## src/rtl/swm_pkg.sv

```systemverilog
// swm_pkg: shared types and constants for the sliding window maximum block
// no dependencies; used by the cell and the top level by scoped names
package swm_pkg;

    // width of the window size register, and its value after reset
    localparam int unsigned CFG_BITS     = 7;
    localparam int unsigned WINDOW_RESET = 3;

    // per-cell control: shift a new sample in, restart the sequence, copy the left cell
    typedef struct packed {
        logic step;
        logic start;
        logic copy;
    } swm_cell_ctrl_t;

endpackage

```

## src/rtl/swm_if.sv

```systemverilog
// swm_in_if / swm_out_if: valid-ready channels for samples and window maxima
// standalone; instantiated around sliding_window_maximum_top
interface swm_in_if #(
    parameter int unsigned SAMPLE_BITS = 16
);
    logic                          valid;
    logic                          ready;
    logic signed [SAMPLE_BITS-1:0] sample;
    logic                          start_of_sequence;

    modport source (output valid, output sample, output start_of_sequence, input ready);
    modport sink   (input valid, input sample, input start_of_sequence, output ready);
endinterface

interface swm_out_if #(
    parameter int unsigned SAMPLE_BITS = 16
);
    logic                          valid;
    logic                          ready;
    logic signed [SAMPLE_BITS-1:0] window_max;

    modport source (output valid, output window_max, input ready);
    modport sink   (input valid, input window_max, output ready);
endinterface

```

## src/rtl/swm_cell.sv

```systemverilog
// swm_cell: one cell of the running maximum chain
// holds the oldest live deque value among positions up to its own; uses swm_pkg
module swm_cell #(
    parameter int unsigned SAMPLE_BITS = 16
) (
    input  logic                          clk,
    input  logic                          rst_n,
    input  swm_pkg::swm_cell_ctrl_t       ctrl,
    input  logic signed [SAMPLE_BITS-1:0] sample,
    input  logic                          left_valid,
    input  logic signed [SAMPLE_BITS-1:0] left_value,
    output logic                          valid,
    output logic signed [SAMPLE_BITS-1:0] value
);

    logic                          valid_reg;
    logic                          valid_next;
    logic signed [SAMPLE_BITS-1:0] value_reg;
    logic signed [SAMPLE_BITS-1:0] value_next;
    logic                          keep_left;

    // the left front survives unless the new sample beats it or the sequence restarts
    assign keep_left = left_valid && !ctrl.start && (left_value >= sample);

    // next state of the cell
    always_comb
    begin
        valid_next = valid_reg;
        value_next = value_reg;
        if (ctrl.step)
        begin
            valid_next = 1'b1;
            value_next = keep_left ? left_value : sample;
        end
        else if (ctrl.copy)
        begin
            valid_next = left_valid;
            value_next = left_value;
        end
    end

    // valid flag cleared by reset
    always_ff @(posedge clk or negedge rst_n)
    begin
        if (!rst_n)
        begin
            valid_reg <= 1'b0;
        end
        else
        begin
            valid_reg <= valid_next;
        end
    end

    // payload register
    always_ff @(posedge clk)
    begin
        value_reg <= value_next;
    end

    assign valid = valid_reg;
    assign value = value_reg;

endmodule

```

## src/rtl/sliding_window_maximum_top.sv

```systemverilog
// sliding_window_maximum_top: running maximum over the last window_size samples
// depends on swm_pkg, swm_if (swm_in_if, swm_out_if) and swm_cell
//
//   channel     dir  handshake       payload
//   sample_ch   in   valid/ready     sample, start_of_sequence
//   max_ch      out  valid/ready     window_max
//   cfg         in   cfg_we          cfg_wdata (window_size)
//
// one sample per clock while ready is high; a result leaves through a single output
// register in the cycle after its sample is taken, and a new sample can enter in the
// cycle the waiting result is taken.
// cell k holds the front of the deque restricted to ages 0..k; the result is
// formed from cell window_size-2 and the new sample through one select and one compare.
// after reset the block is ready at once; after a window size write it holds
// ready low until the settle counter runs down, while the cells past the old window settle.
// a stalled output stops input only when the output register is still full.
module sliding_window_maximum_top #(
    parameter int unsigned WINDOW_MAX  = 64,
    parameter int unsigned SAMPLE_BITS = 16
) (
    input  logic                             clk,
    input  logic                             rst_n,
    input  logic                             cfg_we,
    input  logic [swm_pkg::CFG_BITS-1:0]     cfg_wdata,
    swm_in_if.sink                           sample_ch,
    swm_out_if.source                        max_ch
);

    localparam int unsigned WB = $clog2(WINDOW_MAX + 1);
    localparam int unsigned CW = (WB > swm_pkg::CFG_BITS) ? WB : swm_pkg::CFG_BITS;
    localparam int unsigned IW = $clog2((WINDOW_MAX > 1) ? WINDOW_MAX : 2);

    logic [swm_pkg::CFG_BITS-1:0]  window_size_reg;
    logic [WB-1:0]                 w_used_reg;
    logic [WB-1:0]                 seen_reg;
    logic [WB-1:0]                 seen_next;
    logic [WB-1:0]                 settle_reg;
    logic                          out_valid_reg;
    logic signed [SAMPLE_BITS-1:0] out_data_reg;

    logic [CW-1:0]                 ws_ext;
    logic [CW-1:0]                 w_wide;
    logic [WB-1:0]                 w_eff;
    logic [WB-1:0]                 w_minus2;
    logic [IW-1:0]                 sel;
    logic                          busy;
    logic                          step;
    logic                          emit;
    logic                          prev_ok;
    logic signed [SAMPLE_BITS-1:0] result;

    logic                          cell_valid [WINDOW_MAX];
    logic signed [SAMPLE_BITS-1:0] cell_value [WINDOW_MAX];

    // effective window: zero counts as one, large values clamp to the cell count
    assign ws_ext = CW'(window_size_reg);
    always_comb
    begin
        if (window_size_reg == '0)
        begin
            w_wide = CW'(1);
        end
        else if (ws_ext > CW'(WINDOW_MAX))
        begin
            w_wide = CW'(WINDOW_MAX);
        end
        else
        begin
            w_wide = ws_ext;
        end
    end
    assign w_eff = w_wide[WB-1:0];

    // handshake
    assign busy            = (settle_reg != '0);
    assign sample_ch.ready = !busy && (!out_valid_reg || max_ch.ready);
    assign step            = sample_ch.valid && sample_ch.ready;

    // front of the new window from the cell one position short of it
    assign w_minus2 = w_eff - WB'(2);
    assign sel      = w_minus2[IW-1:0];
    assign prev_ok  = (w_eff != WB'(1)) && !sample_ch.start_of_sequence
                      && cell_valid[sel] && (cell_value[sel] >= sample_ch.sample);
    assign result   = prev_ok ? cell_value[sel] : sample_ch.sample;

    // saturating sample count of the current sequence
    always_comb
    begin
        if (sample_ch.start_of_sequence)
        begin
            seen_next = WB'(1);
        end
        else if (seen_reg < WB'(WINDOW_MAX))
        begin
            seen_next = seen_reg + WB'(1);
        end
        else
        begin
            seen_next = seen_reg;
        end
    end
    assign emit = step && (seen_next >= w_eff);

    // row of cells
    for (genvar i = 0; i < WINDOW_MAX; i++)
    begin : g_cell
        swm_pkg::swm_cell_ctrl_t       ctrl;
        logic                          left_valid;
        logic signed [SAMPLE_BITS-1:0] left_value;

        assign ctrl.step  = step;
        assign ctrl.start = sample_ch.start_of_sequence;
        assign ctrl.copy  = busy && (WB'(i) >= w_used_reg);

        if (i == 0)
        begin : g_head
            assign left_valid = 1'b0;
            assign left_value = '0;
        end
        else
        begin : g_body
            assign left_valid = cell_valid[i-1];
            assign left_value = cell_value[i-1];
        end

        swm_cell #(
            .SAMPLE_BITS (SAMPLE_BITS)
        ) u_cell (
            .clk        (clk),
            .rst_n      (rst_n),
            .ctrl       (ctrl),
            .sample     (sample_ch.sample),
            .left_valid (left_valid),
            .left_value (left_value),
            .valid      (cell_valid[i]),
            .value      (cell_value[i])
        );
    end

    // control registers: window size, count, settle timer, output valid
    always_ff @(posedge clk or negedge rst_n)
    begin
        if (!rst_n)
        begin
            window_size_reg <= swm_pkg::CFG_BITS'(swm_pkg::WINDOW_RESET);
            w_used_reg      <= WB'(1);
            seen_reg        <= '0;
            settle_reg      <= '0;
            out_valid_reg   <= 1'b0;
        end
        else
        begin
            if (cfg_we)
            begin
                window_size_reg <= cfg_wdata;
                settle_reg      <= WB'(WINDOW_MAX);
            end
            else if (busy)
            begin
                settle_reg <= settle_reg - WB'(1);
            end
            if (step)
            begin
                seen_reg   <= seen_next;
                w_used_reg <= w_eff;
            end
            if (emit)
            begin
                out_valid_reg <= 1'b1;
            end
            else if (max_ch.ready)
            begin
                out_valid_reg <= 1'b0;
            end
        end
    end

    // output payload
    always_ff @(posedge clk)
    begin
        if (emit)
        begin
            out_data_reg <= result;
        end
    end

    assign max_ch.valid      = out_valid_reg;
    assign max_ch.window_max = out_data_reg;

endmodule

```

## src/flat_wrapper.sv

```systemverilog
// flat-port wrapper written by rule: the top's interface ports become plain ports
module sliding_window_maximum_top_flat 
#(
    parameter int unsigned WINDOW_MAX  = 64,
    parameter int unsigned SAMPLE_BITS = 16
)
  (clk, rst_n, cfg_we, cfg_wdata, sample_ch_valid, sample_ch_sample, sample_ch_start_of_sequence, sample_ch_ready, max_ch_valid, max_ch_window_max, max_ch_ready);
  swm_in_if #(.SAMPLE_BITS(SAMPLE_BITS)) sample_ch_i ();
  swm_out_if #(.SAMPLE_BITS(SAMPLE_BITS)) max_ch_i ();
  input  logic clk;
  input  logic rst_n;
  input  logic cfg_we;
  input  logic [swm_pkg::CFG_BITS-1:0] cfg_wdata;
  input wire logic [$bits(sample_ch_i.valid)-1:0] sample_ch_valid;
  input wire logic [$bits(sample_ch_i.sample)-1:0] sample_ch_sample;
  input wire logic [$bits(sample_ch_i.start_of_sequence)-1:0] sample_ch_start_of_sequence;
  output wire logic [$bits(sample_ch_i.ready)-1:0] sample_ch_ready;
  output wire logic [$bits(max_ch_i.valid)-1:0] max_ch_valid;
  output wire logic [$bits(max_ch_i.window_max)-1:0] max_ch_window_max;
  input wire logic [$bits(max_ch_i.ready)-1:0] max_ch_ready;
  assign sample_ch_i.valid = sample_ch_valid;
  assign sample_ch_i.sample = sample_ch_sample;
  assign sample_ch_i.start_of_sequence = sample_ch_start_of_sequence;
  assign sample_ch_ready = sample_ch_i.ready;
  assign max_ch_valid = max_ch_i.valid;
  assign max_ch_window_max = max_ch_i.window_max;
  assign max_ch_i.ready = max_ch_ready;
  sliding_window_maximum_top #(.WINDOW_MAX(WINDOW_MAX), .SAMPLE_BITS(SAMPLE_BITS)) u_core (.clk(clk), .rst_n(rst_n), .cfg_we(cfg_we), .cfg_wdata(cfg_wdata), .sample_ch(sample_ch_i), .max_ch(max_ch_i));
endmodule
```

## config.mk

```make
export PLATFORM = sky130hd
export DESIGN_NAME = sliding_window_maximum_top_flat
export DESIGN_NICKNAME = d
export VERILOG_FILES = /design/src/rtl/swm_pkg.sv /design/src/rtl/swm_if.sv /design/src/rtl/swm_cell.sv /design/src/rtl/sliding_window_maximum_top.sv /design/src/flat_wrapper.sv
export SDC_FILE = /design/constraint.sdc
export NUM_CORES = 2
export LEC_CHECK = 0
export BUFFER_PORTS_ARGS = -buffer_cell sky130_fd_sc_hd__buf_2
export CAP_MARGIN = 20
export CORE_ASPECT_RATIO = 1.1
export CORE_MARGIN = 4
export CORE_UTILIZATION = 50
export CTS_CLUSTER_DIAMETER = 150
export DETAILED_ROUTE_END_ITERATION = 8
export GPL_TIMING_DRIVEN = 1
export PLACE_DENSITY = 0.71
export SLEW_MARGIN = 0
export SYNTH_ARGS = -nofsm -noshare
export SYNTH_HDL_FRONTEND = slang
export SYNTH_HIERARCHICAL = 1
export SYNTH_SLANG_ARGS = --single-unit
export TNS_END_PERCENT = 30
```

## constraint.sdc

```tcl
create_clock -name clk -period 10.7 [get_ports clk]
set_clock_uncertainty 0.1 [all_clocks]
set_input_delay 1.07 -clock clk [delete_from_list [all_inputs] [get_ports clk]]
set_output_delay 1.07 -clock clk [all_outputs]
set_load 0.005 [all_outputs]
```

==> summary.md <==
| Metric | Value |
|---|---|
| DIE AREA | `0.1945 mm2` |
| Kind of critical path | `reg -> reg` |
| Global-route wire length before repair | `between 400000 and 500000 um` |
| Failing checks | `design-rule violations` |
| Routed WL | `347600 um` |
| Final max-slew violation count | `0` |
| Clock Root Buffer | `clkbuf_16` |
| Routability cong. | `1.002` |
| Setup_tns | `0 ns` |
| TritonCTS clock tree | `built` |
| Setup ws final | `between 3 and 4 ns` |
| Worst R2R Path Depth | `17` |
| Cell Area, Placed | `0.09565 mm2` |
| Worst Path Arrival | `7.69 ns` |
| Seq cells post-synth | `1133` |
| Fin area | `0.1004 mm2` |
| Number of hold buffers added after cts | `0` |
| Syn_area_per_cell | `around 11 um2` |
| Post_cts resized | `0` |
| Post-synth EDFFs | `1040` |
| Initial DRC count | `9875` |
| Hold Fails Final Rpt | `0` |
| Vias | `75506` |
| Leak Pwr | `around 46 nW` |
| Final setup fails | `0` |
| Gr usage total | `34.57%` |
| Critical path startpoint | `u_core/window_size_reg[1]` |
| Worst R2R Setup Slack | `around 3.5 ns` |
| Clk slew on worst S/H paths | `about 0.070 ns` |
| DP HPWL | `248900 um` |
| Place WS | `3.698 ns` |
| Area growth from synthesis to layout | `7.049%` |
| Main synth FF type | `edfxtp_1` |
| Share of cells above drive strength 1 | `between 10% and 20%` |
| Post-Syn Area | `about 0.094 mm2` |
| Vias in the first global route | `72654` |
| # Max-Cap Violations | `0` |
| Outcome | `complete, but fails checks` |
| VDD IR max | `0.1915 mV` |
| Pwr Total | `a little over 0.03 W` |
| CTS Buffer Depth | `3` |
| Register area share after synthesis | `35.80%` |
| Commonest non-fill, non-tap cell in the layout | `inv_1` |
| Initial core utilization | `about half` |
| Power per Cell Area | `308.9 mW/mm2` |
| CTS Buf Count | `138` |
| Wire per inst | `31.39 um` |
| Syn Inst Count | `between 8000 and 9000` |
| Remaining antenna violation count | `0` |
| Floorplan row count | `166` |
| Tcrit/Tclk final | `between 60% and 70%` |
| CORE AREA | `0.1863 mm2` |
| Clock sinks | `1133` |
| Crit path capture type | `flip-flop` |
| Gr ovfl total | `0` |
| Most frequent cells in the layout | `1183 x inv_1, 1049 x ha_1, 1040 x edfxtp_1` |
| Post-synth ARST share | `8.208%` |
| Worst slew margin | `9.690%` |
| Initial antenna violation count | `18` |
| Postcts setup bufs | `0` |
| Worst r2r dst | `u_core/max_ch.window_max[1]` |
| Worst r2r src | `u_core/window_size_reg[1]` |
| Fin crit period | `approximately 7.2 ns` |
| I/O Pins | `47` |
| Vias per cell | `roughly 7` |
| Worst slew pin tran | `1.355 ns` |
| Largest net degree at the start of global routing | `109` |
| Worst Setup EP | `u_core/max_ch.window_max[1]` |
| Final nets | `between 9000 and 10000` |
| H-tree Lvls | `4` |
| Die Y-Extent | `462.2 um` |
| Unrepaired setup endpoints after global routing | `false` |
| Synth unique cells | `95` |
| Worst Setup Start Kind | `flip-flop` |
| Hold Path Class | `in -> async` |
| CP Data Required Time | `11.16 ns` |
| I/O Buffers | `46` |
| Fill count | `15748` |
| Largest register FFs | `1024` |
| Skew-Pair Late Insertion Delay | `0.81 ns` |
| Initial DRT Pass Iterations | `9` |
| Synth Warn # | `6` |
| Highest Clock Rate | `about 140 MHz` |
| Post-layout util | `between 50% and 60%` |
| Die width | `approximately 420 um` |
| DR DRC count | `1` |
| Worst-path fanout max | `72` |
how the worst min path moves through the flow:
| stage | start | end | cells after the start |
|---|---|---|---|
| finish | rst_n | u_core/g_cell[8].u_cell/valid | 1 |
| global route | rst_n | u_core/g_cell[7].u_cell/valid | 1 |
| CTS | rst_n | u_core/g_cell[7].u_cell/valid | 1 |
| detailed placement | u_core/settle_reg[6] | u_core/settle_reg[6] | 1 |
| global placement | u_core/settle_reg[6] | u_core/settle_reg[6] | 1 |
| floorplan | u_core/settle_reg[6] | u_core/settle_reg[6] | 1 |
synth_stat cells, drive strengths merged (129+ instances only):
| cell type | number | area share (%) |
|---|---|---|
| a21oi | 501 | 2.7 |
| a221o | 245 | 2.7 |
| a22o | 227 | 2.1 |
| buf | 193 | 2.1 |
| clkbuf | 129 | 0.52 |
| edfxtp | 1040 | 33 |
| ha | 1050 | 14 |
| inv | 1187 | 4.8 |
| mux2 | 885 | 13 |
| mux2i | 332 | 4.2 |
| nand2 | 421 | 1.7 |
| nand4 | 230 | 2.0 |
| nor2 | 269 | 1.1 |
| nor2b | 154 | 1.0 |
| o21ai | 292 | 1.6 |
power by group:
part	total [W]	internal [W]	switching [W]
Sequential	0.0124	0.00866	0.00375
Combinational	0.0136	0.00605	0.00758
Clock	0.00495	0.00291	0.00204
area by class of cell:
type,instances,area (um2),area share [%]
well taps,2436,3048,3.037
diodes,3,7.507,0.007480
clock buffers,192,3884,3.870
inverters,1187,4468,4.452
multi-input cells,5916,53550,53.36
flip-flops and latches,1133,33570,33.45
repair buffers,143,1076,1.072
clock inverters,64,763.2,0.7605
through the flow:
step / hold slack, ns / cells
final: 0.2504 / 11074
after CTS: 0.2140 / 11064
after floorplan: 0.3505 / 8558
after global routing: 0.2486 / 11073
after detailed placement: 0.3695 / 10808
after global placement: 0.3615 / 10806
worst max-delay path, cell delays in order, from the launching register on:
cell and delay (ns):
dfstp_2 0.53, buf_4 0.57, nor3_2 0.28, a21boi_4 0.83, buf_4 0.62, mux2i_1 0.28, a211oi_1 0.13, nor4_1 1.02
a211oi_1 0.27, ha_1 0.25, a21oi_1 0.15, nor2_1 0.05, a211oi_1 0.31, o21ai_0 0.14, nor4_1 0.29, mux2_2 0.41
nand4_4 0.30, mux2_2 0.38
per-layer routing:
metal	vias to the layer above	share of wire (%)	GRT usage (%)
met5	-	0.043	0
met3	1266	10	7.785
met2	4742	44	54.25
li1	32376	-	-
met4	18	8.5	24.52
met1	37104	37	42.03
cell families (layout without fill, tap and decap cells):
group | after synthesis | in the layout | share of synthesized area, %
xor gates and xnor gates | 9 | 9 | 0.08408
muxes | 1220 | 1220 | 16.90
AOI/OAI and AO/OA | 1969 | 1969 | 15.65
other | 1 | 37 | 0.004000
buffers and inverters | 1509 | 1586 | 7.340
adders and majority gates | 1050 | 1050 | 14.01
DFF | 1133 | 1133 | 35.80
and+or+nand+nor | 1634 | 1634 | 10.21
No activity file was read; power rests on OpenSTA's default activity.
